$ cat src/rtl/core/ugi_pkg.sv
`timescale 1ns / 1ps
// ----------------------------------------------------------------------------
// ugi_pkg: shared types, constants and rounding helper
// Single-precision coefficient patterns, special codes and the
// round-to-nearest-even packer used by every arithmetic unit.
// ----------------------------------------------------------------------------
package ugi_pkg;

  typedef logic [31:0] fp32_t;

  // Rational approximation coefficients, rounded to single precision
  localparam fp32_t COEF_A1 = 32'hC21EC98E;
  localparam fp32_t COEF_A2 = 32'h435CF234;
  localparam fp32_t COEF_A3 = 32'hC389F6D9;
  localparam fp32_t COEF_A4 = 32'h430A5B96;
  localparam fp32_t COEF_A5 = 32'hC1F55182;
  localparam fp32_t COEF_A6 = 32'h40206C99;
  localparam fp32_t COEF_B1 = 32'hC259E786;
  localparam fp32_t COEF_B2 = 32'h432195F9;
  localparam fp32_t COEF_B3 = 32'hC31BB2F0;
  localparam fp32_t COEF_B4 = 32'h42859A46;
  localparam fp32_t COEF_B5 = 32'hC1547DAC;
  localparam fp32_t FP_ONE      = 32'h3F800000;
  localparam fp32_t FP_NEG_HALF = 32'hBF000000;

  localparam fp32_t QNAN_BITS = 32'h7FC00000;
  localparam fp32_t INF_BITS  = 32'h7F800000;

  localparam int HORNER_STEPS = 5;

  // Addends of the Horner steps, in order
  localparam fp32_t NUM_ADD [HORNER_STEPS] = '{COEF_A2, COEF_A3, COEF_A4, COEF_A5, COEF_A6};
  localparam fp32_t DEN_ADD [HORNER_STEPS] = '{COEF_B2, COEF_B3, COEF_B4, COEF_B5, FP_ONE};

  // Reciprocal: quotient bits developed and bits per pipeline stage
  localparam int RECIP_QBITS = 25;
  localparam int RECIP_STEP  = 5;

  // Round to nearest even and pack; keep holds the hidden bit at [23]
  function automatic fp32_t round_pack(input logic       sgn,
                                       input logic [9:0] ex,
                                       input logic [23:0] keep,
                                       input logic       rnd,
                                       input logic       stk);
    logic [24:0] inc;
    logic [9:0]  ex_f;
    inc  = {1'b0, keep} + {24'd0, (rnd & (stk | keep[0]))};
    ex_f = ex + {9'd0, inc[24]};
    return {sgn, ex_f[7:0], (inc[24] ? inc[23:1] : inc[22:0])};
  endfunction

endpackage

$ cat src/rtl/core/ugi_fmul.sv
`timescale 1ns / 1ps
// ----------------------------------------------------------------------------
// ugi_fmul: single-precision multiplier
// Two stages: 24x24 significand product, then normalize and round to
// nearest even. Operands are normal numbers or zeros.
// ----------------------------------------------------------------------------
module ugi_fmul (
  input  logic           clk,
  input  logic           rst_n,
  input  logic           en,
  input  logic           in_vld,
  input  ugi_pkg::fp32_t a,
  input  ugi_pkg::fp32_t b,
  output logic           out_vld,
  output ugi_pkg::fp32_t out_fp
);

  logic [23:0] ma;
  logic [23:0] mb;
  logic [47:0] prod_r;
  logic        sgn_r;
  logic [9:0]  exp_r;
  logic        zero_r;
  logic        vld1_r;
  logic        vld2_r;
  ugi_pkg::fp32_t res;
  ugi_pkg::fp32_t out_r;

  assign ma = {(a[30:23] != 8'd0), a[22:0]};
  assign mb = {(b[30:23] != 8'd0), b[22:0]};

  always_ff @(posedge clk) begin
    if (!rst_n) begin
      vld1_r <= 1'b0;
      vld2_r <= 1'b0;
    end else if (en) begin
      vld1_r <= in_vld;
      vld2_r <= vld1_r;
    end
  end

  always_ff @(posedge clk) begin
    if (en) begin
      prod_r <= ma * mb;
      sgn_r  <= a[31] ^ b[31];
      exp_r  <= {2'b00, a[30:23]} + {2'b00, b[30:23]} - 10'd127;
      zero_r <= (a[30:23] == 8'd0) || (b[30:23] == 8'd0);
    end
  end

  always_comb begin
    if (zero_r) begin
      res = {sgn_r, 31'd0};
    end else if (prod_r[47]) begin
      res = ugi_pkg::round_pack(sgn_r, exp_r + 10'd1, prod_r[47:24], prod_r[23],
                                |prod_r[22:0]);
    end else begin
      res = ugi_pkg::round_pack(sgn_r, exp_r, prod_r[46:23], prod_r[22], |prod_r[21:0]);
    end
  end

  always_ff @(posedge clk) begin
    if (en) out_r <= res;
  end

  assign out_vld = vld2_r;
  assign out_fp  = out_r;

endmodule

$ cat config.mk
export PLATFORM = sky130hd
export DESIGN_NAME = ugi_fmul
export DESIGN_NICKNAME = d
export VERILOG_FILES = /design/src/rtl/core/ugi_pkg.sv /design/src/rtl/core/ugi_fmul.sv
export SDC_FILE = /design/constraint.sdc
export NUM_CORES = 2
export LEC_CHECK = 0
export ABC_AREA = 1
export BUFFER_PORTS_ARGS = -buffer_cell sky130_fd_sc_hd__clkbuf_2
export CAP_MARGIN = 20
export CORE_MARGIN = 1.5
export CORE_UTILIZATION = 50
export DETAILED_ROUTE_END_ITERATION = 16
export GPL_TIMING_DRIVEN = 0
export PLACE_DENSITY = 0.67
export SLEW_MARGIN = 40
export SYNTH_ARGS = -nofsm -noshare
export SYNTH_HDL_FRONTEND = slang
export SYNTH_SLANG_ARGS = --single-unit
$ cat constraint.sdc
create_clock -name clk -period 9.6 [get_ports clk]
set_input_delay 1.92 -clock clk [delete_from_list [all_inputs] [get_ports clk]]
set_output_delay 1.92 -clock clk [all_outputs]
set_load 0.01 [all_outputs]
==> run summary <==
Status: complete, no violations
CP Cell Sequence: clkbuf_2 > or4_1 > nor2_2 > buf_2 > nor2_1 > fa_1 > inv_1 > fa_1 > fa_1 > fa_1 > fa_1 > fa_1 > fa_1 > inv_1 > ha_1 > nand2_1 > nor2_1 > nand2_1 > nor2_1 > nand2_1 > nand3_1 > nand2_1 > nand3_1 > nand2_1
Yosys top cell area share: 38.0%
GRT met2 Usage: 49.5%
#FFs+latches synth: 92
Crit. End Element: register
Syn Area/Cell: 7.61 sq um
Setup_tns: 0 ns
Critical Path RT: 9.68 ns
Max_cap viols: 0
Drt total wl: 75800 um
CTS Buf Count: 9
CP Max Fanout: 10
Maximum root-to-sink buffer count: 2
CTS tree: done
Syn-to-layout area delta: 6.55%
Total gr overflow: 0
Fmax: 117 MHz
Nets@finish: 4203
Max-Slew Margin vs Limit: 37.7%
Count leader, synth: nand2_1
Arrival @ worst endpoint: 8.60 ns
GRT Overall Usage: 30.1%
Final instance area: 27100 sq um
PostCTS Resize Cnt: 0
Met3 GRT Util: 4.58%
Count of final setup violators: 0
Post-Syn Area: 25500 sq um
H-tree levels: 3
Finished Layout Cells: 4136
Post-synth EDFFs: 90
Tmin final: 8.52 ns
Initial Util: 50.8%
CP dominant cell by count: fa_1
First-pass GRT wire length: 120000 um
Worst-margin pin slew: 0.935 ns
IO buf count: 100
Largest area contributor in the netlist: fa_1
# rows: 82
Critical path's top delay family: adder cells
Crit path buf inv count: 4
1st-iter DRT viols: 1528
Top post-synthesis cells by area: fa_1, nand2_1, inv_1
Commonest cells post-synth: nand2_1, inv_1, fa_1, ha_1, nor2_1
CP max stage delay: 0.56 ns
Routability cong.: 0.977
CTS Sinks: 92
Placed insts: 4119
Most used flip-flop cell after synthesis: edfxtp_1
Die Y: 229 um
Clk Latency, worst-skew pair: 0.34 ns
Met1 Use GR: 40.3%
Worst Hold Class: reg -> reg
Post-route ant nets: 0
Wire per inst: 18.3 um
CTS Hold Bufs: 0
DRC: 0
Async S/R FF share, synth: 0%
Die span in x: 229 um
Antenna violations before repair: 1
Vias in the first global route: 21600
Full die area: 52300 sq um
Final core occ: 54.1%
Drt first pass iters: 6
RSZ-0062 raised after global routing: false
Layer with the highest usage: met2
Ratio of cells with drive above 1 in the final layout: 5.95%
Via count: 21000
Hold Vio Cnt, Final: 0
Post-CTS Setup Inserts: 0
Clock Pin Slew Worst Setup and Hold Paths: 0.08 ns
Core area: 50200 sq um
Critical path class: in -> reg
Sequential area share after synthesis: 10.8%
Syn_nets: 4091
Max Transition Viols Final: 0
Critical Path Source Type: primary input
Maximum number of pins on one net before global-route repair: 52
IO Pins: 101
Yosys Warn Count: 0
Slowest cell on crit path: fa_1
Root Driver: clkbuf_16
Clk_skew: 0.0150 ns
Synth cell types: 39
Crit share post-route: 88.8%
Synth Instances: 3346
Placed wire-length estimate: 64800 um
Placed cell areas: 26900 sq um
Via density: 5.08
## layer usage
| layer | share of wire [%] | up-vias |
|---|---|---|
| li1 | - | 9779 |
| met1 | 41 | 10200 |
| met2 | 45 | 928 |
| met3 | 9.4 | 152 |
| met4 | 4.5 | 0 |
| met5 | 0 | - |
## worst reg2reg max path, stage by stage (launching register included)
cell and delay (ns):
edfxtp_1 0.39, nand2_1 0.15, inv_2 0.14, ha_1 0.22, inv_1 0.13, nor2_4 0.20, nand2_4 0.10, inv_2 0.08
nand2_1 0.10, nor4_1 0.23, nand4_1 0.13, ha_1 0.22, inv_1 0.06, ha_1 0.13, nand2_1 0.05, nand2_1 0.11
nand2_1 0.08, nor3_1 0.21, nand2_1 0.10, o21ai_0 0.16, a21oi_1 0.05
## layout make-up
class	instances	area [sq um]
fill	4945	23000
timing repair buffer	101	537
buffer	102	408
tap	672	841
antenna	1	2.50
clock buffer	10	229
multi-input combinational	2180	18700
clock inverter	6	53.8
inverter	972	3650
sequential	92	2740
## layout by cell type (no fill, tap or decap), types with 2 or more instances in the layout
cell type  count
nor2_4        13
dfxtp_1        2
inv_1        960
buf_2          6
fa_1         483
or2_2          4
clkinv_1       2
nand3_1       85
clkbuf_16      9
edfxtp_1      90
nor2_2        10
xnor2_1       13
inv_6          4
a31oi_1        5
nor4_1         3
nand2_4        6
nor2_1       158
o21ai_2        2
nand2_1     1027
a21o_1         2
or4_1          4
clkbuf_1      90
nor2_8         2
clkbuf_2     104
nand2_2       12
and2_1         2
nand4_1       15
o21ai_0       15
o21bai_1       8
ha_1         194
xor2_1        39
o21ai_1        2
a21oi_2        8
nand3_2        9
nor3_1         7
inv_2          9
a21oi_1       50
## state kept, by name (all words and copies together) (netlist names)
signal and flops:
prod_r 48, out_fp 32, exp_r 8, out_vld 1, sgn_r 1, vld1_r 1, zero_r 1
## metrics by stage
step                      hold WS, ns  setup WS [ns]
after global routing            0.436          0.818
after detailed placement        0.406          0.799
final                           0.435           1.08
after floorplan                 0.400           1.72
after global placement          0.402          0.817
after CTS                       0.430           1.13
## path summary, 6_finish.rpt
path                                  from          to  slack, ns  depth (start not counted)
worst max register to register  prod_r[24]  out_fp[29]       6.35                         20
worst min register to register       sgn_r  out_fp[31]       0.44                          0
worst min-delay path                 sgn_r  out_fp[31]       0.44                          0
worst max-delay path                 a[25]  prod_r[36]       1.08                         24
## cells by family (layout without fill, tap and decap cells)
kind of cell / after synthesis / in the layout / synth area share, %
adder cells (fa/ha/maj): 677 / 677 / 47.5
other: 0 / 1 / 0
flip-flops: 92 / 92 / 10.8
buffers and inverters: 1074 / 1191 / 15.9
AO/OA/AOI/OAI: 92 / 92 / 2.08
XOR/XNOR: 52 / 52 / 1.79
AND/OR/NAND/NOR: 1359 / 1359 / 22.0
Power is left out: the tool's default activity adds up to more than one toggle a clock period on the data nets, which glitch-free logic cannot reach.
