--- config.mk ---
export PLATFORM = sky130hd
export DESIGN_NAME = ugi_recip
export DESIGN_NICKNAME = d
export VERILOG_FILES = /design/src/rtl/core/ugi_pkg.sv /design/src/rtl/core/ugi_recip.sv
export SDC_FILE = /design/constraint.sdc
export NUM_CORES = 2
export LEC_CHECK = 0
export ABC_AREA = 1
export BUFFER_PORTS_ARGS = -buffer_cell sky130_fd_sc_hd__buf_2
export CAP_MARGIN = 20
export CORE_MARGIN = 4
export CORE_UTILIZATION = 45
export CTS_CLUSTER_SIZE = 12
export DETAILED_ROUTE_END_ITERATION = 8
export SLEW_MARGIN = 40
export SYNTH_ARGS = -nofsm -noshare
export SYNTH_HDL_FRONTEND = slang
export SYNTH_SLANG_ARGS = --single-unit
--- constraint.sdc ---
create_clock -name clk -period 11.36 [get_ports clk]
set_input_delay 1.136 -clock clk [delete_from_list [all_inputs] [get_ports clk]]
set_output_delay 1.136 -clock clk [all_outputs]
set_load 0.05 [all_outputs]
--- src/rtl/core/ugi_pkg.sv ---
`timescale 1ns / 1ps
// ----------------------------------------------------------------------------
// ugi_pkg: shared types, constants and rounding helper
// Single-precision coefficient patterns, special codes and the
// round-to-nearest-even packer used by every arithmetic unit.
// ----------------------------------------------------------------------------
package ugi_pkg;

  typedef logic [31:0] fp32_t;

  // Rational approximation coefficients, rounded to single precision
  localparam fp32_t COEF_A1 = 32'hC21EC98E;
  localparam fp32_t COEF_A2 = 32'h435CF234;
  localparam fp32_t COEF_A3 = 32'hC389F6D9;
  localparam fp32_t COEF_A4 = 32'h430A5B96;
  localparam fp32_t COEF_A5 = 32'hC1F55182;
  localparam fp32_t COEF_A6 = 32'h40206C99;
  localparam fp32_t COEF_B1 = 32'hC259E786;
  localparam fp32_t COEF_B2 = 32'h432195F9;
  localparam fp32_t COEF_B3 = 32'hC31BB2F0;
  localparam fp32_t COEF_B4 = 32'h42859A46;
  localparam fp32_t COEF_B5 = 32'hC1547DAC;
  localparam fp32_t FP_ONE      = 32'h3F800000;
  localparam fp32_t FP_NEG_HALF = 32'hBF000000;

  localparam fp32_t QNAN_BITS = 32'h7FC00000;
  localparam fp32_t INF_BITS  = 32'h7F800000;

  localparam int HORNER_STEPS = 5;

  // Addends of the Horner steps, in order
  localparam fp32_t NUM_ADD [HORNER_STEPS] = '{COEF_A2, COEF_A3, COEF_A4, COEF_A5, COEF_A6};
  localparam fp32_t DEN_ADD [HORNER_STEPS] = '{COEF_B2, COEF_B3, COEF_B4, COEF_B5, FP_ONE};

  // Reciprocal: quotient bits developed and bits per pipeline stage
  localparam int RECIP_QBITS = 25;
  localparam int RECIP_STEP  = 5;

  // Round to nearest even and pack; keep holds the hidden bit at [23]
  function automatic fp32_t round_pack(input logic       sgn,
                                       input logic [9:0] ex,
                                       input logic [23:0] keep,
                                       input logic       rnd,
                                       input logic       stk);
    logic [24:0] inc;
    logic [9:0]  ex_f;
    inc  = {1'b0, keep} + {24'd0, (rnd & (stk | keep[0]))};
    ex_f = ex + {9'd0, inc[24]};
    return {sgn, ex_f[7:0], (inc[24] ? inc[23:1] : inc[22:0])};
  endfunction

endpackage

--- src/rtl/core/ugi_recip.sv ---
`timescale 1ns / 1ps
// ----------------------------------------------------------------------------
// ugi_recip: pipelined single-precision reciprocal
// Restoring division of 2 by the significand, a fixed number of quotient
// bits per stage, then one rounding stage. A zero divisor is flagged.
// ----------------------------------------------------------------------------
module ugi_recip (
  input  logic           clk,
  input  logic           rst_n,
  input  logic           en,
  input  logic           in_vld,
  input  ugi_pkg::fp32_t den,
  output logic           out_vld,
  output logic           out_dz,
  output ugi_pkg::fp32_t out_fp
);

  localparam int NSTG = ugi_pkg::RECIP_QBITS / ugi_pkg::RECIP_STEP;
  localparam int QW   = ugi_pkg::RECIP_QBITS;

  typedef struct packed {
    logic        sgn;
    logic [7:0]  ex;
    logic        one;
    logic        dz;
    logic [23:0] m;
  } rcp_side_t;

  logic [QW-1:0] rem_r [NSTG];
  logic [QW-1:0] q_r   [NSTG];
  rcp_side_t     side_r[NSTG];
  logic          vld_r [NSTG];

  rcp_side_t     in_side;
  logic [9:0]    ex_q;
  ugi_pkg::fp32_t res;
  ugi_pkg::fp32_t out_r;
  logic          out_vld_r;
  logic          out_dz_r;

  assign in_side = '{sgn: den[31], ex: den[30:23], one: (den[22:0] == 23'd0),
                     dz: (den[30:23] == 8'd0), m: {1'b1, den[22:0]}};

  for (genvar g = 0; g < NSTG; g++) begin : g_stg
    logic [QW-1:0] rem_i;
    logic [QW-1:0] q_i;
    rcp_side_t     side_i;
    logic          vld_i;
    logic [QW-1:0] rem_o;
    logic [QW-1:0] q_o;

    if (g == 0) begin : g_first
      // Dividend 2 at the divisor's scale
      assign rem_i  = QW'(1) << (QW - 1);
      assign q_i    = '0;
      assign side_i = in_side;
      assign vld_i  = in_vld;
    end else begin : g_next
      assign rem_i  = rem_r[g-1];
      assign q_i    = q_r[g-1];
      assign side_i = side_r[g-1];
      assign vld_i  = vld_r[g-1];
    end

    always_comb begin
      rem_o = rem_i;
      q_o   = q_i;
      for (int j = 0; j < ugi_pkg::RECIP_STEP; j++) begin
        if (rem_o >= {1'b0, side_i.m}) begin
          rem_o = rem_o - {1'b0, side_i.m};
          q_o   = {q_o[QW-2:0], 1'b1};
        end else begin
          q_o   = {q_o[QW-2:0], 1'b0};
        end
        rem_o = rem_o << 1;
      end
    end

    always_ff @(posedge clk) begin
      if (!rst_n) begin
        vld_r[g] <= 1'b0;
      end else if (en) begin
        vld_r[g] <= vld_i;
      end
    end

    always_ff @(posedge clk) begin
      if (en) begin
        rem_r[g]  <= rem_o;
        q_r[g]    <= q_o;
        side_r[g] <= side_i;
      end
    end
  end

  // Round the quotient; an exact power of two bypasses the division
  always_comb begin
    ex_q = 10'd253 - {2'b00, side_r[NSTG-1].ex};
    if (side_r[NSTG-1].dz) begin
      res = {side_r[NSTG-1].sgn, 31'd0};
    end else if (side_r[NSTG-1].one) begin
      res = {side_r[NSTG-1].sgn, 8'd254 - side_r[NSTG-1].ex, 23'd0};
    end else begin
      res = ugi_pkg::round_pack(side_r[NSTG-1].sgn, ex_q, q_r[NSTG-1][QW-1:1],
                                q_r[NSTG-1][0], (rem_r[NSTG-1] != '0));
    end
  end

  always_ff @(posedge clk) begin
    if (!rst_n) begin
      out_vld_r <= 1'b0;
    end else if (en) begin
      out_vld_r <= vld_r[NSTG-1];
    end
  end

  always_ff @(posedge clk) begin
    if (en) begin
      out_r    <= res;
      out_dz_r <= side_r[NSTG-1].dz;
    end
  end

  assign out_vld = out_vld_r;
  assign out_dz  = out_dz_r;
  assign out_fp  = out_r;

endmodule

==> flow_summary.ini <==
[drt]
detail_route.iter0.violations = 4391
drtAntennaViolNets = 0
routed_wirelength_um = 182000
drc_errors = 0
viasPerCell = 5.43
vias = 52900
dr.pass1.iters = 6
wl_per_cell_um = 18.7

[critical_path]
cp-end-kind = flop
slowest_delay_ps = 460
critPathTopFamily = simple AND/OR/NAND/NOR gates
crit_type = reg -> reg
required_ps = 11720
worst-path-buf-inv = 14
arrival_ps = 11180
cp_common_cell = nand2_1
cp_max_fo = 29
slowest_stage = nor4_1
critPathLaunchType = flop

[clock_tree]
path_clk_slew_ps = 60
htreeDepth = 2
cts_sinks = 376
worstSkewPairLatency_ps = 660
postCtsHoldBufs = 0
cts_buffers = 45
clockBufferDepth = 3
cts-root-buf = clkbuf_16
cts_tree = done

[timing]
tightest_slew_ps = 829
slew_headroom_pct = 44.7
clock_skew_ps = 64.5
fin_crit_sh_pct = 95.2
period_needed_ps = 10820
layout_setup_ws_ps = 542
fmax_mhz = 92.4
setup_viol = 0
slew_viol_final = 0
hold_viol = 0

[cells_and_area]
fin_nets = 8884
layout_common_cells = 2023 x nand2_1, 1204 x buf_4, 762 x inv_1, 562 x a21oi_1, 476 x ha_1
final_common_cell = nand2_1
register_area_sq_um = 11300
multi_input_area_sq_um = 34800
fillCellCount = 10300
diodes = 0
drive_gt1_share_pct = 22.5
area_delta_synth_final_pct = 28.7

[logic_synthesis]
synth-edff-count = 374
yosysTopAreaCellShare_pct = 23.1
dominantRegCellSynth = edfxtp_1
syn_inst = 7059
synth_warnings = 0
synth.distinct_cells = 65
ys_seq_area_share_pct = 23.2
synth_area_sq_um = 48500
synth_nets = 7637
yosysTopAreaCell = edfxtp_1
synth_area_leaders = edfxtp_1 23%, nand2_1 16%, ha_1 14%
synth-seq-cells = 376
syn_avg_cell_area_sq_um = 6.88
synthArstFlopShare_pct = 0

[floorplan]
start_util_pct = 45.3
die_area_sq_um = 113000
top_level_ports = 70
core_sq_um = 107000
fp.dieW_um = 336
die_h_um = 336
std_cell_rows = 120

[status]
status = completed

[placement]
hpwl_um = 152000
portBuffers = 69
place_ws_ps = -568
gp_congestion = 1.02

[grt]
grt-ovfl-total = 0
track_usage_pct = 31.1
antenna_found_initial = 5
grt_pass1_wl_um = 277000
grt_max_degree = 106
grt_pass1_vias = 49700

[hold_path]
hold_path_class = reg -> reg

[run]
maxCapViolCount = 0
==> cell type report <==
class,instances,area share [%]
timing repair buffer,1310,16.1
timing repair inverter,2,0.0280
sequential,376,18.0
clock buffer,52,1.84
multi-input combinational,5743,55.7
clock inverter,27,0.396
inverter,828,5.13
tap,1403,2.81
==> registers in the layout (all words and copies together), names as in the netlist <==
signal and flops:
q_r 70, side_r 147, out_dz 1, out_fp 32
rem_r 120, out_vld 1, vld_r 5
==> worst reg2reg max path: cells and delay by family, from the launching register on <==
| family | cells | cell delay [ps] |
|---|---|---|
| and+or+nand+nor | 37 | 4860 |
| buffers and inverters | 14 | 2030 |
| DFF | 1 | 380 |
| adders and majority gates | 5 | 1570 |
| AOI/OAI and AO/OA | 9 | 1700 |
==> synth_stat cells (29+ instances only) <==
master    number
inv_1        791
nor4_1        60
o21a_1        29
nor2_1       399
a21oi_1      604
or2_2         44
nand2_2       45
xnor2_1      243
a21o_1        56
nor3_1        84
nand4_1       85
o21bai_1      41
edfxtp_1     374
nand2_1     2044
nand2_4       29
ha_1         538
nand3_1      412
a31oi_1       44
o21ai_0      460
o21ai_1       53
xor2_1       271
buf_2         37
==> metal layers <==
metal	part of all wire [%]	up-vias	GRT usage, %	wire [um]
met3	7.2	344	4.30	13200
met4	4.1	0	10.5	7450
met1	45	24400	42.9	81700
met2	44	1775	50.1	80100
li1	-	26400	-	-
met5	0	-	0	0
==> what timing repair did <==
item                       in CTS  in global routing
gates cloned                    0                  3
buffers inserted                1                 44
pin swaps                       0                 51
hold endpoints to repair        0                  0
gates resized for setup        28                394
setup endpoints to repair      53                125
==> cells by family (layout without fill, tap and decap cells) <==
| kind of cell | count (synthesis) | count (layout) | synth area share (%) |
|---|---|---|---|
| xor gates and xnor gates | 514 | 514 | 9.27 |
| adders and majority gates | 542 | 542 | 14.0 |
| buffers and inverters | 941 | 2219 | 8.05 |
| and+or+nand+nor | 3284 | 3285 | 29.4 |
| AOI/OAI and AO/OA | 1402 | 1402 | 16.0 |
| DFF | 376 | 376 | 23.2 |
==> metrics by stage <==
step	setup TNS, ps	cell area (sq um)	utilization, %	hold slack [ps]	instances
after floorplan	0	48500	-	400	7059
after global placement	-24930	59100	55.2	401	9613
after detailed placement	-20450	59200	55.3	405	9614
after CTS	0	60600	56.6	395	9694
after global routing	-3540	62500	58.4	403	9741
final	0	62500	58.4	398	9741
==> worst paths after layout <==
path | startpoint | to | slack, ps | cells after the start
setup / recovery | side_r[0][125]$_DFFE_PP_ | rem_r[0][99]$_DFFE_PP_ | 540 | 65
hold / removal | q_r[0][78]$_DFFE_PP_ | q_r[0][108]$_DFFE_PP_ | 400 | 0
setup reg to reg | side_r[0][125]$_DFFE_PP_ | rem_r[0][99]$_DFFE_PP_ | 540 | 65
hold reg to reg | q_r[0][78]$_DFFE_PP_ | q_r[0][108]$_DFFE_PP_ | 400 | 0
Power is not shown: default switching activity piles up to over one toggle a cycle in this logic, so the estimate is an artifact.
