`config.mk`:
```
export PLATFORM = sky130hd
export DESIGN_NAME = ugi_fadd
export DESIGN_NICKNAME = d
export VERILOG_FILES = /design/src/rtl/core/ugi_pkg.sv /design/src/rtl/core/ugi_fadd.sv
export SDC_FILE = /design/constraint.sdc
export NUM_CORES = 1
export LEC_CHECK = 0
export BUFFER_PORTS_ARGS = -buffer_cell sky130_fd_sc_hd__buf_4
export CORE_MARGIN = 2
export CORE_UTILIZATION = 45
export CTS_CLUSTER_DIAMETER = 40
export DETAILED_ROUTE_END_ITERATION = 6
export GPL_ROUTABILITY_DRIVEN = 1
export PLACE_DENSITY = 0.62
export SYNTH_ARGS = -nofsm -noshare
export SYNTH_HDL_FRONTEND = slang
export SYNTH_SLANG_ARGS = --single-unit
```
`constraint.sdc`:
```
create_clock -name clk -period 17.8 [get_ports clk]
set_input_delay 2.67 -clock clk [delete_from_list [all_inputs] [get_ports clk]]
set_output_delay 2.67 -clock clk [all_outputs]
set_load 0.02 [all_outputs]
```
`src/rtl/core/ugi_pkg.sv`:
```
`timescale 1ns / 1ps
// ----------------------------------------------------------------------------
// ugi_pkg: shared types, constants and rounding helper
// Single-precision coefficient patterns, special codes and the
// round-to-nearest-even packer used by every arithmetic unit.
// ----------------------------------------------------------------------------
package ugi_pkg;

  typedef logic [31:0] fp32_t;

  // Rational approximation coefficients, rounded to single precision
  localparam fp32_t COEF_A1 = 32'hC21EC98E;
  localparam fp32_t COEF_A2 = 32'h435CF234;
  localparam fp32_t COEF_A3 = 32'hC389F6D9;
  localparam fp32_t COEF_A4 = 32'h430A5B96;
  localparam fp32_t COEF_A5 = 32'hC1F55182;
  localparam fp32_t COEF_A6 = 32'h40206C99;
  localparam fp32_t COEF_B1 = 32'hC259E786;
  localparam fp32_t COEF_B2 = 32'h432195F9;
  localparam fp32_t COEF_B3 = 32'hC31BB2F0;
  localparam fp32_t COEF_B4 = 32'h42859A46;
  localparam fp32_t COEF_B5 = 32'hC1547DAC;
  localparam fp32_t FP_ONE      = 32'h3F800000;
  localparam fp32_t FP_NEG_HALF = 32'hBF000000;

  localparam fp32_t QNAN_BITS = 32'h7FC00000;
  localparam fp32_t INF_BITS  = 32'h7F800000;

  localparam int HORNER_STEPS = 5;

  // Addends of the Horner steps, in order
  localparam fp32_t NUM_ADD [HORNER_STEPS] = '{COEF_A2, COEF_A3, COEF_A4, COEF_A5, COEF_A6};
  localparam fp32_t DEN_ADD [HORNER_STEPS] = '{COEF_B2, COEF_B3, COEF_B4, COEF_B5, FP_ONE};

  // Reciprocal: quotient bits developed and bits per pipeline stage
  localparam int RECIP_QBITS = 25;
  localparam int RECIP_STEP  = 5;

  // Round to nearest even and pack; keep holds the hidden bit at [23]
  function automatic fp32_t round_pack(input logic       sgn,
                                       input logic [9:0] ex,
                                       input logic [23:0] keep,
                                       input logic       rnd,
                                       input logic       stk);
    logic [24:0] inc;
    logic [9:0]  ex_f;
    inc  = {1'b0, keep} + {24'd0, (rnd & (stk | keep[0]))};
    ex_f = ex + {9'd0, inc[24]};
    return {sgn, ex_f[7:0], (inc[24] ? inc[23:1] : inc[22:0])};
  endfunction

endpackage

```
`src/rtl/core/ugi_fadd.sv`:
```
`timescale 1ns / 1ps
// ----------------------------------------------------------------------------
// ugi_fadd: single-precision adder
// Two stages: order and align, then add, normalize and round to nearest
// even. Operands are normal numbers or zeros.
// ----------------------------------------------------------------------------
module ugi_fadd (
  input  logic           clk,
  input  logic           rst_n,
  input  logic           en,
  input  logic           in_vld,
  input  ugi_pkg::fp32_t a,
  input  ugi_pkg::fp32_t b,
  output logic           out_vld,
  output ugi_pkg::fp32_t out_fp
);

  ugi_pkg::fp32_t big;
  ugi_pkg::fp32_t sml;
  logic [26:0] m_big;
  logic [26:0] m_sml;
  logic [26:0] shifted;
  logic [26:0] al;
  logic [7:0]  d;
  logic        lost;

  logic        sgn_r;
  logic [7:0]  exp_r;
  logic [26:0] mb_r;
  logic [26:0] ms_r;
  logic        sub_r;
  logic        bz_r;
  logic        zs_r;
  logic        vld1_r;
  logic        vld2_r;

  logic [27:0] sum;
  logic [26:0] n0;
  logic [26:0] n;
  logic [4:0]  lz;
  logic [9:0]  ex;
  ugi_pkg::fp32_t res;
  ugi_pkg::fp32_t out_r;

  // Order by magnitude and align the smaller operand
  always_comb begin
    big     = (a[30:0] >= b[30:0]) ? a : b;
    sml     = (a[30:0] >= b[30:0]) ? b : a;
    m_big   = {(big[30:23] != 8'd0), big[22:0], 3'b000};
    m_sml   = {(sml[30:23] != 8'd0), sml[22:0], 3'b000};
    d       = big[30:23] - sml[30:23];
    shifted = m_sml >> d[4:0];
    lost    = |(m_sml & ~(27'h7FFFFFF << d[4:0]));
    if (d >= 8'd27) begin
      al = {26'd0, |m_sml};
    end else begin
      al = {shifted[26:1], shifted[0] | lost};
    end
  end

  always_ff @(posedge clk) begin
    if (!rst_n) begin
      vld1_r <= 1'b0;
      vld2_r <= 1'b0;
    end else if (en) begin
      vld1_r <= in_vld;
      vld2_r <= vld1_r;
    end
  end

  always_ff @(posedge clk) begin
    if (en) begin
      sgn_r <= big[31];
      exp_r <= big[30:23];
      mb_r  <= m_big;
      ms_r  <= al;
      sub_r <= a[31] ^ b[31];
      bz_r  <= (a[30:0] == 31'd0) && (b[30:0] == 31'd0);
      zs_r  <= a[31] & b[31];
    end
  end

  // Add, renormalize, round
  always_comb begin
    sum = sub_r ? ({1'b0, mb_r} - {1'b0, ms_r}) : ({1'b0, mb_r} + {1'b0, ms_r});
    n0  = sum[26:0];
    lz  = 5'd0;
    for (int i = 0; i < 27; i++) begin
      if (n0[i]) lz = 5'(26 - i);
    end
    if (sum[27]) begin
      n  = {sum[27:2], sum[1] | sum[0]};
      ex = {2'b00, exp_r} + 10'd1;
    end else begin
      n  = n0 << lz;
      ex = {2'b00, exp_r} - {5'd0, lz};
    end
    if (sum == 28'd0) begin
      res = {bz_r & zs_r, 31'd0};
    end else begin
      res = ugi_pkg::round_pack(sgn_r, ex, n[26:3], n[2], |n[1:0]);
    end
  end

  always_ff @(posedge clk) begin
    if (en) out_r <= res;
  end

  assign out_vld = vld2_r;
  assign out_fp  = out_r;

endmodule

```
==> impl_metrics.csv <==
group,metric,value,unit
run_status,run_status,"complete, no violations",
sta,tightest_slew,1.18,ns
grt,overflow,0,
power,p_seq_share,17.5,%
die,die_w,180,um
grt,grt_pass1_wl,78.0,mm
synthesis,yosys_warnings,0,
grt,grt_usage,30.0,%
synthesis,synth-simple-area-share,23.2,%
clock_network,cts_tree,"built",
job,maxCapViolCount,0,
die,fp.dieH,180,um
synthesis,muxShareOfSynthArea,9.25,%
synthesis,ys_top_cells_by_area,"edfxtp_1 (20%), ha_1 (8.5%), mux2i_1 (6.9%)",
sta,slew_violations,0,
synthesis,avgSynthCellArea,7.99,sq um
clock_network,holdBufCountCts,0,
sta,skew,0.0156,ns
route,via_count,14300,
die,start_util,45.6,%
grt,grt_pass1_vias,13600,
worst_setup_path,worst-setup-path-type,"reg2reg",
grt,grt_antenna_before_repair,1,
sta,fmax,0.117,GHz
worst_setup_path,worst_ep_required_time,17.90,ns
sta,setup_tns,0,ns
power,p_sw,1.06,mW
layout,utilization,49.7,%
worst_setup_path,cpPeakStageDelay,0.79,ns
layout,drive_gt1_share,12.5,%
synthesis,syn_area,13900,sq um
clock_network,clock_latency,0.37,ns
die,rows,64,
synthesis,syn_nets,1908,
synthesis,synth_top_area_share,20.5,%
power,clockPowerShare,9.9,%
worst_setup_path,cp_top_family,"simple AND/OR/NAND/NOR gates",
power,swShare,53.6,%
sta,finalCritPeriodShare,48.2,%
die,pin_count,101,
placement,place_inst,2152,
sta,finalSetupViolCount,0,
worst_setup_path,cp_max_fo,44,
synthesis,synth_cells,1743,
placement,hpwl,38.8,mm
synthesis,synth_edf_count,95,
power,peakVddDrop,59.5,uV
worst_setup_path,start_kind,"register",
clock_network,clk_path_buf_depth,2,
worst_setup_path,cp-end-kind,"register",
placement,io_buffers,100,
power,p_total,1.98,mW
route,first_iter_violations,1668,
sta,timing.final.hold_violations,0,
synthesis,synth-seq-cells,97,
route,routed_wl,49.3,mm
clock_network,ctsResizeCount,0,
sta,rsz0062_at_grt,"no",
layout,fillerInstances,3024,
route,wl_per_cell,22.7,um
clock_network,path_clk_slew,0.08,ns
grt,grt_max_degree,79,
route,first_pass_iters,7,
synthesis,synth_compound_area_share,28.2,%
power,internal_power,0.918,mW
route,vias_per_cell,6.62,
synthesis,ys.flop_type,"edfxtp_1",
die,core-area,30500,sq um
clock_network,clock-sinks,97,
worst_setup_path,cp.arrival,8.68,ns
worst_setup_path,critPathBufInv,2,
worst_setup_path,cpMaxStageDelayCell,"xor2_2",
sta,hold_ws,0.528,ns
sta,final.min_clock_period,8.58,ns
synthesis,synth_xor_area_share,3.38,%
route,postRouteAntennaNets,0,
synthesis,ys_types,110,
placement,gp_congestion,1.02,
synthesis,synth_adder_area_share,8.90,%
power,p_per_area,131,nW/um^2
clock_network,htreeDepth,3,
clock_network,cts_setup_buffers,0,
layout,stdcell_count,2168,
layout,area_growth,8.82,%
die,dieArea,32400,sq um
clock_network,cts_made_buffers,9,
layout,antenna_cells,0,
layout,layout.nets,1932,
min_path,hold_class,"reg2reg",
synthesis,async_flop_share,0,%
synthesis,ys_seq_area_share,20.8,%
power,leakagePower,6.12,nW
synthesis,synth_top_cell_by_area,"edfxtp_1",
synthesis,synth_top_family_by_area,"compound AO/OA/AOI/OAI gates",
sta,slew_headroom,20.7,%
clock_network,cts_root_buffer,"clkbuf_16",
power,p_comb_share,72.5,%
route,drc_errors,0,
power groups by stage:
stage	Combinational [mW]	Sequential, mW	Clock [mW]
CTS	1.40	0.348	0.202
detailed placement	1.39	0.353	0
global route	1.55	0.355	0.208
global placement	1.40	0.351	0
finish	1.44	0.348	0.197
floorplan	0.960	0.391	0
synth_stat cells, drive strengths merged (20+ instances only):
| library cell | count |
|---|---|
| a211oi | 40 |
| a21o | 29 |
| a21oi | 100 |
| and2 | 24 |
| and3 | 20 |
| buf | 46 |
| clkbuf | 59 |
| edfxtp | 95 |
| ha | 95 |
| inv | 104 |
| mux2i | 96 |
| nand2 | 147 |
| nand3 | 47 |
| nand4 | 30 |
| nor2 | 146 |
| nor2b | 23 |
| nor3 | 61 |
| nor4 | 38 |
| o211ai | 43 |
| o21ai | 134 |
| xnor2 | 36 |
routing by layer:
layer | share of wire [%] | up-vias | track usage, %
li1 | - | 6689 | -
met1 | 44 | 6841 | 41.7
met2 | 44 | 680 | 47.0
met3 | 7.5 | 133 | 3.95
met4 | 4.0 | 0 | 12.0
met5 | 0 | - | 0
final timing paths:
| path | startpoint | to | slack, ns | depth (start not counted) |
|---|---|---|---|---|
| worst min-delay path | vld1_r | out_vld | 0.53 | 2 |
| worst min register to register | vld1_r | out_vld | 0.53 | 2 |
| worst max register to register | mb_r[5] | out_fp[30] | 9.22 | 25 |
| worst max-delay path | mb_r[5] | out_fp[30] | 9.22 | 25 |
layout make-up:
cell class | instances | area, sq um | area share, %
clock inverter | 7 | 81.3 | 0.537
multi-input combinational | 1437 | 10200 | 67.2
tap | 396 | 495 | 3.27
inverter | 104 | 390 | 2.58
sequential | 97 | 2890 | 19.1
clock buffer | 9 | 225 | 1.49
timing repair buffer | 118 | 886 | 5.85
tightest hold or removal path, delay by kind of cell, from the launching register on:
kind	cells	cell delay [ns]
flip-flops	1	0.33
AND/OR/NAND/NOR	1	0.09
multiplexers	1	0.07
registers in the layout, summed over array words and instances (netlist names):
name and cells:
sub_r 1, sgn_r 1, bz_r 1, out_fp 32, vld1_r 1, ms_r 27, zs_r 1, out_vld 1
mb_r 24, exp_r 8
stage by stage:
stage / area (sq um) / setup slack (ns)
2_1_floorplan: 13900 / 9.69
3_3_place_gp: 14800 / 8.93
3_5_place_dp: 14800 / 9.00
4_1_cts: 15100 / 9.38
5_1_grt: 15100 / 8.79
6_report: 15100 / 9.22
logic make-up after synthesis:
| kind of cell | count (synthesis) |
|---|---|
| AOI/OAI and AO/OA | 551 |
| xor gates and xnor gates | 52 |
| adders and majority gates | 98 |
| buffers and inverters | 209 |
| DFF | 97 |
| muxes | 112 |
| and+or+nand+nor | 624 |
layout by cell type, fill, tap and decap left out, types with 9 or more instances in the layout:
cell and n:
nand4_1 28, a211oi_1 36, o211a_1 11, a21oi_1 94
mux2i_1 96, or2_2 11, mux4_2 13, or3_1 17
nor2_1 144, a21o_1 28, buf_4 118, nor3_1 54
inv_1 101, nor4_1 35, o21ai_1 11, clkbuf_16 9
o21a_1 18, and2_1 24, nand2_1 145, or4_1 9
xor2_1 15, a211o_1 15, nand3_1 47, and3_1 20
a31oi_1 12, ha_1 95, nand2b_1 16, o21ai_0 119
edfxtp_1 95, a22oi_1 14, o21bai_1 9, xnor2_1 35
o211ai_1 41, nor2b_1 23
No activity file was read; power rests on OpenSTA's default activity.
