### config.mk
export PLATFORM = sky130hd
export DESIGN_NAME = ugi_i2f
export DESIGN_NICKNAME = d
export VERILOG_FILES = /design/src/rtl/core/ugi_pkg.sv /design/src/rtl/core/ugi_i2f.sv
export SDC_FILE = /design/constraint.sdc
export NUM_CORES = 1
export LEC_CHECK = 0
export BUFFER_PORTS_ARGS = -buffer_cell sky130_fd_sc_hd__buf_2
export CORE_MARGIN = 3
export CORE_UTILIZATION = 63
export CTS_CLUSTER_SIZE = 10
export DETAILED_ROUTE_END_ITERATION = 12
export GPL_ROUTABILITY_DRIVEN = 0
export GPL_TIMING_DRIVEN = 0
export PLACE_DENSITY_LB_ADDON = 0.08
export SYNTH_ARGS = -nofsm -noshare
export SYNTH_HDL_FRONTEND = slang
export SYNTH_SLANG_ARGS = --single-unit
### constraint.sdc
create_clock -name clk -period 9.6 [get_ports clk]
set_clock_uncertainty 0.05 [all_clocks]
set_input_delay 0.48 -clock clk [delete_from_list [all_inputs] [get_ports clk]]
set_output_delay 0.48 -clock clk [all_outputs]
set_load 0.005 [all_outputs]
### src/rtl/core/ugi_pkg.sv
`timescale 1ns / 1ps
// ----------------------------------------------------------------------------
// ugi_pkg: shared types, constants and rounding helper
// Single-precision coefficient patterns, special codes and the
// round-to-nearest-even packer used by every arithmetic unit.
// ----------------------------------------------------------------------------
package ugi_pkg;

  typedef logic [31:0] fp32_t;

  // Rational approximation coefficients, rounded to single precision
  localparam fp32_t COEF_A1 = 32'hC21EC98E;
  localparam fp32_t COEF_A2 = 32'h435CF234;
  localparam fp32_t COEF_A3 = 32'hC389F6D9;
  localparam fp32_t COEF_A4 = 32'h430A5B96;
  localparam fp32_t COEF_A5 = 32'hC1F55182;
  localparam fp32_t COEF_A6 = 32'h40206C99;
  localparam fp32_t COEF_B1 = 32'hC259E786;
  localparam fp32_t COEF_B2 = 32'h432195F9;
  localparam fp32_t COEF_B3 = 32'hC31BB2F0;
  localparam fp32_t COEF_B4 = 32'h42859A46;
  localparam fp32_t COEF_B5 = 32'hC1547DAC;
  localparam fp32_t FP_ONE      = 32'h3F800000;
  localparam fp32_t FP_NEG_HALF = 32'hBF000000;

  localparam fp32_t QNAN_BITS = 32'h7FC00000;
  localparam fp32_t INF_BITS  = 32'h7F800000;

  localparam int HORNER_STEPS = 5;

  // Addends of the Horner steps, in order
  localparam fp32_t NUM_ADD [HORNER_STEPS] = '{COEF_A2, COEF_A3, COEF_A4, COEF_A5, COEF_A6};
  localparam fp32_t DEN_ADD [HORNER_STEPS] = '{COEF_B2, COEF_B3, COEF_B4, COEF_B5, FP_ONE};

  // Reciprocal: quotient bits developed and bits per pipeline stage
  localparam int RECIP_QBITS = 25;
  localparam int RECIP_STEP  = 5;

  // Round to nearest even and pack; keep holds the hidden bit at [23]
  function automatic fp32_t round_pack(input logic       sgn,
                                       input logic [9:0] ex,
                                       input logic [23:0] keep,
                                       input logic       rnd,
                                       input logic       stk);
    logic [24:0] inc;
    logic [9:0]  ex_f;
    inc  = {1'b0, keep} + {24'd0, (rnd & (stk | keep[0]))};
    ex_f = ex + {9'd0, inc[24]};
    return {sgn, ex_f[7:0], (inc[24] ? inc[23:1] : inc[22:0])};
  endfunction

endpackage

### src/rtl/core/ugi_i2f.sv
`timescale 1ns / 1ps
// ----------------------------------------------------------------------------
// ugi_i2f: unsigned word to scaled single precision
// Two stages: leading-zero search and shift, then rounding. The result is
// the word rounded to single precision and scaled by 2^-31.
// ----------------------------------------------------------------------------
module ugi_i2f (
  input  logic           clk,
  input  logic           rst_n,
  input  logic           en,
  input  logic           in_vld,
  input  logic [31:0]    in_word,
  output logic           out_vld,
  output ugi_pkg::fp32_t out_fp
);

  logic [4:0]  lz;
  logic [31:0] norm_r;
  logic [4:0]  lz_r;
  logic        zero_r;
  logic        vld1_r;
  logic        vld2_r;
  logic [9:0]  ex;
  ugi_pkg::fp32_t res;
  ugi_pkg::fp32_t out_r;

  always_comb begin
    lz = 5'd0;
    for (int i = 0; i < 32; i++) begin
      if (in_word[i]) lz = 5'(31 - i);
    end
  end

  always_ff @(posedge clk) begin
    if (!rst_n) begin
      vld1_r <= 1'b0;
      vld2_r <= 1'b0;
    end else if (en) begin
      vld1_r <= in_vld;
      vld2_r <= vld1_r;
    end
  end

  always_ff @(posedge clk) begin
    if (en) begin
      norm_r <= in_word << lz;
      lz_r   <= lz;
      zero_r <= (in_word == 32'd0);
    end
  end

  // Scaled exponent: 127 + 31 - lz - 31
  always_comb begin
    ex  = 10'd127 - {5'd0, lz_r};
    res = zero_r ? 32'd0
                 : ugi_pkg::round_pack(1'b0, ex, norm_r[31:8], norm_r[7], |norm_r[6:0]);
  end

  always_ff @(posedge clk) begin
    if (en) out_r <= res;
  end

  assign out_vld = vld2_r;
  assign out_fp  = out_r;

endmodule

==> results of run 1 <==
==> cell usage after synthesis, drive strengths merged (7+ instances only) <==
master,number
mux2i,27
nand3,21
a21oi,31
nor3,14
xor2,14
o21ai,13
nand2,27
a211oi,16
buf,15
o211ai,14
inv,22
clkbuf,20
and2,8
nor2b,7
edfxtp,69
o22ai,7
nor2,50
o2111ai,7
xnor2,8
a221oi,8
nor4,10
==> through the flow <==
step           instance area (um2)  std cells  worst slack [ns]  hold slack [ns]
2_1_floorplan                 5060        516              6.55            0.432
3_3_place_gp                  5500        682              6.04            0.440
3_5_place_dp                  5500        682              5.97            0.469
4_1_cts                       5690        698              5.91            0.321
5_1_grt                       5690        698              5.68            0.325
6_report                      5690        698              5.90            0.336
==> power by group <==
part           total [mW]  switching [mW]  internal, mW
Sequential          0.393          0.0173         0.376
Combinational       0.174           0.103        0.0714
Clock               0.222           0.104         0.118
Total               0.790           0.225         0.565
==> kinds of logic (layout without fill, tap and decap cells) <==
family,after synthesis,count (layout),share of synthesized area
multiplexers,36,36,0.0869
XOR/XNOR,22,22,0.0381
AO/OA/AOI/OAI,154,154,0.228
buffers and inverters,58,138,0.0505
AND/OR/NAND/NOR,171,171,0.171
other,1,1,0.000742
adder cells (fa/ha/maj),3,3,0.00742
flip-flops,71,71,0.418
==> final cells by class <==
type / instances / area [um2]
sequential: 71 / 2110
multi-input combinational: 387 / 2690
clock buffer: 9 / 124
inverter: 23 / 86.3
buffer: 35 / 169
fill: 604 / 2070
clock inverter: 7 / 63.8
timing repair buffer: 64 / 323
tap: 102 / 128
==> how the worst min path moves through the flow <==
| stage | from | to | depth (start not counted) |
|---|---|---|---|
| 5_1_grt | rst_n | out_vld | 2 |
| 3_5_place_dp | out_vld | out_vld | 2 |
| 3_3_place_gp | out_vld | out_vld | 2 |
| 6_report | rst_n | vld1_r | 2 |
| 4_1_cts | rst_n | out_vld | 2 |
| 2_1_floorplan | vld1_r | vld1_r | 2 |
==> cell usage in the layout (no fill, tap or decap), drive strengths merged, types with 4 or more instances in the layout <==
| cell type | instances |
|---|---|
| a211o | 4 |
| a211oi | 16 |
| a21oi | 31 |
| a221o | 4 |
| a221oi | 8 |
| a22oi | 4 |
| and2 | 8 |
| and3 | 6 |
| buf | 79 |
| clkbuf | 29 |
| clkinv | 7 |
| edfxtp | 69 |
| inv | 22 |
| mux2i | 27 |
| mux4 | 6 |
| nand2 | 27 |
| nand2b | 6 |
| nand3 | 21 |
| nand4 | 5 |
| nor2 | 50 |
| nor2b | 7 |
| nor3 | 14 |
| nor4 | 10 |
| o2111a | 4 |
| o2111ai | 7 |
| o211a | 5 |
| o211ai | 14 |
| o21ai | 13 |
| o22ai | 7 |
| o31a | 4 |
| o31ai | 4 |
| or4 | 4 |
| xnor2 | 8 |
| xor2 | 14 |
==> worst register-to-register path: stages, from the launching register on <==
cell	delay, ns
edfxtp_1	0.37
and2_1	0.13
ha_1	0.17
and3_1	0.20
nand3_1	0.20
nor3_1	0.46
and4_1	0.36
nand4b_1	0.15
clkbuf_1	0.25
inv_1	0.19
ha_1	0.20
ha_1	0.21
inv_1	0.07
nor4_1	0.36
nor3_1	0.09
==> registers in the layout, summed over array words and instances, names as in the netlist <==
register	flops
norm_r	32
out_fp	31
lz_r	5
out_vld	1
vld1_r	1
zero_r	1
==> per-layer routing <==
layer  routed length, um  vias to the layer above
met1                5160                     2193
li1                    -                     2155
met3                1050                       66
met4                 648                        0
met2                6510                      316
met5                   0                        -
==> out/metrics.csv, run 1 <==
metric,value,unit
endpoint_kind,flip-flop,
dieArea,9140,um2
crit_required,9.61,ns
ys_async_sr_fraction,0,
cts-resized-gates,0,
powerDensity,139,nW/um2
grt_pass1_wl,21.0,mm
cts_tree,built,
vias_per_cell,6.78,
layout-drive-gt1-share,0.188,
ios,69,
slew_violations,0,
hold_buffers,0,
cp.depth,14,
cts_sinks,71,
worstPathCellList,"and2_1, ha_1, and3_1, nand3_1, nor3_1, and4_1, nand4b_1, clkbuf_1, inv_1, ha_1, ha_1, inv_1, nor4_1, nor3_1",
syn_avg_cell_area,9.80,um2
max_stage_delay,0.46,ns
tns,0,ns
postSynthCellCount,516,
cts_setup_buffers,0,
cp.arrival,3.72,ns
grt_pass1_vias,4308,
maxCapViolCount,0,
clockBufferDepth,2,
period_share,0.386,
syn_area,5060,um2
firstDrtPassIters,5,
p_total,790,uW
antenna_found_initial,0,
rr_startpoint,norm_r[8],
reg2reg_slack,5.90,ns
cp_max_fo,10,
worstSkewPairLatency,0.33,ns
portBuffers,64,
core_area,7770,um2
met2_usage,0.506,
ant_nets,0,
totalWireLength,13.4,mm
drtIter0Drc,467,
drc_errors,0,
reg2reg_to,out_fp[27],
die_w,95.6,um
grtUsageMet3,0.0450,
synth-seq-cells,71,
gr-total-overflow,0,
vdd_drop_max,0.0627,mV
grt_max_degree,72,
synth.area.top_cells,"edfxtp_1 41%, mux2i_1 5.3%, nor2_1 3.7%, a21oi_1 3.1%, mux4_2 2.7%",
grt_usage,0.295,
crit_path_start_kind,flip-flop,
die_y,95.6,um
synth_top_area_frac,0.410,
status,"complete, no violations",
synth_ff_type,edfxtp_1,
start_util,0.651,
rows,32,
n_antenna_cell,0,
cts_root_buf,clkbuf_8,
h-tree-depth,3,
gr-max-usage-layer,met2,
yosysTopAreaCell,edfxtp_1,
clk_pin_slew_worst_paths,0.07,ns
cpMaxStageDelayCell,nor3_1,
hpwl,10.0,mm
setup_viol,0,
hp-class,in2reg,
tightest_slew,0.834,ns
relSlewSlack,0.444,
hold_viol,0,
crit_buf_inv,3,
critPathLaunch,norm_r[8],
critPathTopFamily,simple AND/OR/NAND/NOR gates,
clock.fmax,0.270,GHz
synth-seq-area-share,0.418,
syn_to_final_growth,12.6,%
met1_usage,0.354,
rsz0062_at_grt,false,
synth_edf_count,69,
num_vias,4730,
leakage,2.23,nW
synth_fp_nets,555,
numCtsBuffers,9,
fin_crit,3.70,ns
ff2ff_path_depth,14,
wl_per_cell,19.2,um
nets,630,
path_class,reg2reg,
crit_path_end,out_fp[27],
final_util,0.733,
synthDistinctLibCells,70,
ys_warn_count,0,
timing.critical_path.mode_cell,ha_1,
No activity file was read; power rests on OpenSTA's default activity.
==> run 2: changes to the inputs <==
Settings changed: CORE_UTILIZATION 63 to 59.
Clock period 9.6 ns to 3.6 ns, I/O delays scaled along.
==> out/metrics.csv, run 2 (synthesis results as in run 1) <==
metric,value,unit,change
status,"complete, no violations",,
vdd_drop_max,0.285,mV,+350%
die_w,98.6,um,+3.1%
worstSkewPairLatency,0.34,ns,about the same
rsz0062_at_grt,false,,
cts_sinks,71,,unchanged
fillers,642,,+6.3%
wl_per_cell,19.4,um,+1.2%
tns,0,ns,unchanged
fin_crit,3.43,ns,-0.279 ns
grt_usage,0.275,,-0.0204
clockBufferDepth,2,,unchanged
switching_share,0.288,,+0.00356
maxCapViolCount,0,,unchanged
dieArea,9720,um2,+6.3%
firstDrtPassIters,6,,+1
ios,69,,unchanged
p_total,2.24,mW,+180%
cp_max_fo,10,,unchanged
gr-total-overflow,0,,unchanged
h-tree-depth,3,,unchanged
p_clk_frac,0.320,,+0.039
switching_power,644,uW,+190%
clk_pin_slew_worst_paths,0.08,ns,about the same
cp.arrival,3.44,ns,-0.28 ns
crit_required,3.61,ns,-6.00 ns
tightest_slew,0.844,ns,+0.00983 ns
num_vias,4728,,-0.042%
period_share,0.952,,+0.566
path_class,reg2reg,,
die_y,98.6,um,+3.1%
n_antenna_cell,0,,unchanged
antenna_found_initial,0,,unchanged
largest_reg_flops,32,,unchanged
crit_path_start_kind,flip-flop,,
top_register,norm_r,,
finish.instance_area,5760,um2,+1.2%
seqPwrFrac,0.470,,-0.028
timing.critical_path.mode_cell,ha_1,,
cts_tree,built,,
slew_violations,0,,unchanged
comb_power_share,0.210,,-0.011
max_stage_delay,0.40,ns,-0.06 ns
most-common-layout-cells,"69 x buf_2, 69 x edfxtp_1, 50 x nor2_1, 31 x a21oi_1",,
start_util,0.612,,-0.0387
grt_max_degree,72,,unchanged
numCtsBuffers,9,,unchanged
intPower,1.59,mW,+180%
grt_pass1_vias,4514,,+4.8%
leakage,2.26,nW,+1.4%
syn_to_final_growth,13.9,%,
core_area,8260,um2,+6.3%
crit_buf_inv,3,,unchanged
drtIter0Drc,632,,+35%
endpoint_kind,flip-flop,,
worst_slack,0.174,ns,-5.72 ns
drc_errors,0,,unchanged
hp-class,in2reg,,
cpMaxStageDelayCell,edfxtp_1,,
vias_per_cell,6.74,,-0.47%
setup_viol,0,,unchanged
hpwl,10.0,mm,about the same
cts_setup_buffers,0,,unchanged
powerDensity,388,nW/um2,+180%
hold_viol,0,,unchanged
ant_nets,0,,unchanged
clock.fmax,0.292,GHz,+8.1%
layout-drive-gt1-share,0.200,,+0.0117
worstPathCellList,"and2_1, ha_1, and3_1, nand3_2, nor3_4, and4_1, nand4b_1, clkbuf_2, inv_1, ha_1, ha_1, inv_1, nor4_2, nor3_1",,
grt_pass1_wl,21.8,mm,+3.9%
placed_area,5510,um2,about the same
nets,630,,unchanged
cts_root_buf,clkbuf_8,,
relSlewSlack,0.437,,-0.00655
totalWireLength,13.6,mm,+1.7%
rows,33,,+3.1%
critPathTopFamily,simple AND/OR/NAND/NOR gates,,
portBuffers,64,,unchanged
dp_slack,0.0120,ns,-5.96 ns
whs,0.0204,ns,-0.316 ns
run 2: area by class of cell:
| type | instances | area (um2) | share of cell area |
|---|---|---|---|
| clock buffer | 9 | 124 | 0.0215 |
| multi-input combinational | 387 | 2710 | 0.471 |
| timing repair buffer | 64 | 323 | 0.0560 |
| sequential | 71 | 2110 | 0.367 |
| buffer | 35 | 170 | 0.0295 |
| clock inverter | 7 | 103 | 0.0178 |
| inverter | 23 | 86.3 | 0.0150 |
| tap | 105 | 131 | 0.0228 |
run 2: power groups by stage:
stage                     Clock [mW]  Combinational [mW]  Sequential (mW)
after detailed placement           0               0.451             1.06
after floorplan                    0               0.289             1.06
after global placement             0               0.442             1.06
after global routing           0.758               0.505             1.06
after CTS                      0.725               0.455             1.05
final                          0.715               0.468             1.05
run 2: worst paths after layout:
path | from | end | slack [ns] | cells past startpoint
worst max register to register | norm_r[8] | out_fp[27] | 0.17 | 14
worst min-delay path | rst_n | vld1_r | 0.02 | 2
worst max-delay path | norm_r[8] | out_fp[27] | 0.17 | 14
worst min register to register | vld1_r | vld1_r | 0.47 | 2
run 2: stage by stage:
stage               utilization  std cells
floorplan                     -        516
global placement          0.667        685
detailed placement        0.667        685
CTS                       0.695        701
global route              0.698        701
finish                    0.698        701
run 2: timing repair:
action | CTS | global route
hold buffers | 0 | 0
endpoints found under the setup margin | 2 | 3
gates resized for setup | 1 | 5
pin swaps | 0 | 0
run 2: metal layers:
| layer | vias up | GRT usage | routed length [um] |
|---|---|---|---|
| li1 | 2162 | - | - |
| met1 | 2177 | 0.342 | 5280 |
| met2 | 319 | 0.461 | 6500 |
| met3 | 70 | 0.0467 | 1150 |
| met4 | 0 | 0.141 | 668 |
| met5 | - | 0 | 0 |
==> run 3: changes to the inputs <==
Settings changed: CORE_MARGIN 3 to 10.
==> out/metrics.csv, run 3 (synthesis results as in run 1) <==
metric,value,unit,change
rows,33,,unchanged
leakage,2.24,nW,-0.59%
comb_power_share,0.209,,about the same
fillers,655,,+2.0%
reg2reg_slack,0.24,ns,+0.07 ns
status,"complete, no violations",,
hold_buffers,0,,unchanged
antenna_found_initial,0,,unchanged
clock.fmax,0.298,GHz,+2.0%
critPathLaunch,norm_r[8],,
cts_root_buf,clkbuf_8,,
cp.arrival,3.38,ns,-0.06 ns
path_class,reg2reg,,
h-tree-depth,3,,unchanged
ff2ff_path_depth,14,,unchanged
endpoint_kind,flip-flop,,
start_util,0.612,,unchanged
num_vias,4727,,-0.021%
placedCellCount,685,,unchanged
powerDensity,389,nW/um2,+0.36%
ant_nets,0,,unchanged
stdcell_count,701,,unchanged
core_area,8260,um2,unchanged
dieArea,12700,um2,+30%
clockBufferDepth,2,,unchanged
portBuffers,64,,unchanged
fin_crit,3.36,ns,-0.0673 ns
slew_violations,0,,unchanged
dp_slack,0.123,ns,+0.111 ns
relSlewSlack,0.425,,-0.0127
worst_slack,0.241,ns,+0.0673 ns
drc_errors,0,,unchanged
switching_share,0.289,,+0.000542
drtIter0Drc,647,,+2.4%
tightest_slew,0.863,ns,+0.0190 ns
grt_pass1_vias,4585,,+1.6%
cp_max_fo,10,,unchanged
hpwl,10.4,mm,+3.7%
rr_startpoint,norm_r[8],,
rsz0062_at_grt,false,,
cts_tree,built,,
layout-drive-gt1-share,0.196,,-0.00336
ios,69,,unchanged
clk_pin_slew_worst_paths,0.08,ns,about the same
most-common-layout-cells,"69 x buf_2, 69 x edfxtp_1, 50 x nor2_1, 31 x a21oi_1",,
vdd_drop_max,0.196,mV,-31%
die_w,113,um,+14%
hp-class,in2reg,,
n_antenna_cell,0,,unchanged
firstDrtPassIters,7,,+1
grt_max_degree,72,,unchanged
period_share,0.933,,-0.0187
worstHoldPathCells,2,,unchanged
worstSkewPairLatency,0.34,ns,about the same
syn_to_final_growth,13.6,%,
gr-total-overflow,0,,unchanged
worstHoldEndpoint,out_vld,,
tns,0,ns,unchanged
crit_path_start_kind,flip-flop,,
cts_sinks,71,,unchanged
intPower,1.59,mW,about the same
top_register,norm_r,,
crit_required,3.62,ns,about the same
nets,630,,unchanged
die_y,113,um,+14%
numCtsBuffers,9,,unchanged
setup_viol,0,,unchanged
reg2reg_to,out_fp[27],,
grt_pass1_wl,23.0,mm,+5.4%
vias_per_cell,6.74,,about the same
totalWireLength,14.3,mm,+5.1%
maxCapViolCount,0,,unchanged
switching_power,646,uW,+0.25%
largest_reg_flops,32,,unchanged
hold_start,rst_n,,
wl_per_cell,20.4,um,+5.1%
hold_viol,0,,unchanged
grt_usage,0.216,,-0.0588
p_total,2.24,mW,about the same
p_clk_frac,0.321,,about the same
seqPwrFrac,0.470,,about the same
[run 3: cell counts in the layout (fill, tap and decap cells not counted)]
Identical to the previous run, type by type.
[run 3: how the worst max path moves through the flow]
stage,to,slack [ns],cells past startpoint
6_report,out_fp[27],0.24,14
2_1_floorplan,out_fp[27],0.55,14
4_1_cts,out_fp[27],0.08,14
3_3_place_gp,out_fp[27],0.18,14
5_1_grt,out_fp[27],0.006,14
3_5_place_dp,out_fp[27],0.12,14
[run 3: per-layer routing]
metal | track usage | wire length (um) | up-vias
met5 | 0 | 0 | -
met4 | 0.0880 | 547 | 0
met3 | 0.0559 | 1220 | 62
met2 | 0.369 | 6880 | 297
met1 | 0.252 | 5630 | 2206
li1 | - | - | 2162
[run 3: repair_timing]
action	4_1_cts	5_1_grt
resized for setup	0	3
setup endpoints to repair	0	3
buffers inserted	0	0
[run 3: cell type report]
| type | instances | area, um2 | share of cell area |
|---|---|---|---|
| buffer | 35 | 170 | 0.0296 |
| clock buffer | 9 | 124 | 0.0216 |
| clock inverter | 7 | 103 | 0.0179 |
| inverter | 23 | 86.3 | 0.0150 |
| multi-input combinational | 387 | 2690 | 0.469 |
| sequential | 71 | 2110 | 0.368 |
| tap | 105 | 131 | 0.0229 |
| timing repair buffer | 64 | 323 | 0.0562 |
[run 3: power by group through the flow]
| stage | Clock (mW) | Combinational (mW) | Sequential (mW) |
|---|---|---|---|
| floorplan | 0 | 0.289 | 1.06 |
| global placement | 0 | 0.444 | 1.06 |
| detailed placement | 0 | 0.452 | 1.07 |
| CTS | 0.726 | 0.455 | 1.05 |
| global route | 0.762 | 0.506 | 1.06 |
| finish | 0.717 | 0.468 | 1.05 |
[run 3: through the flow]
stage	area (um2)	hold slack [ns]	utilization
after floorplan	5060	0.242	-
after global placement	5510	0.350	0.667
after detailed placement	5510	0.358	0.667
after CTS	5730	0.0000905	0.694
after global routing	5740	0.0106	0.695
final	5740	0.00527	0.695
[run 3: worst max-delay path, stage by stage, from the launching register on]
cell,delay (ns)
edfxtp_1,0.38
and2_1,0.14
ha_1,0.16
and3_1,0.20
nand3_1,0.19
nor3_2,0.29
and4_1,0.33
nand4b_1,0.14
clkbuf_2,0.22
inv_1,0.14
ha_1,0.18
ha_1,0.18
inv_1,0.07
nor4_1,0.35
nor3_1,0.09
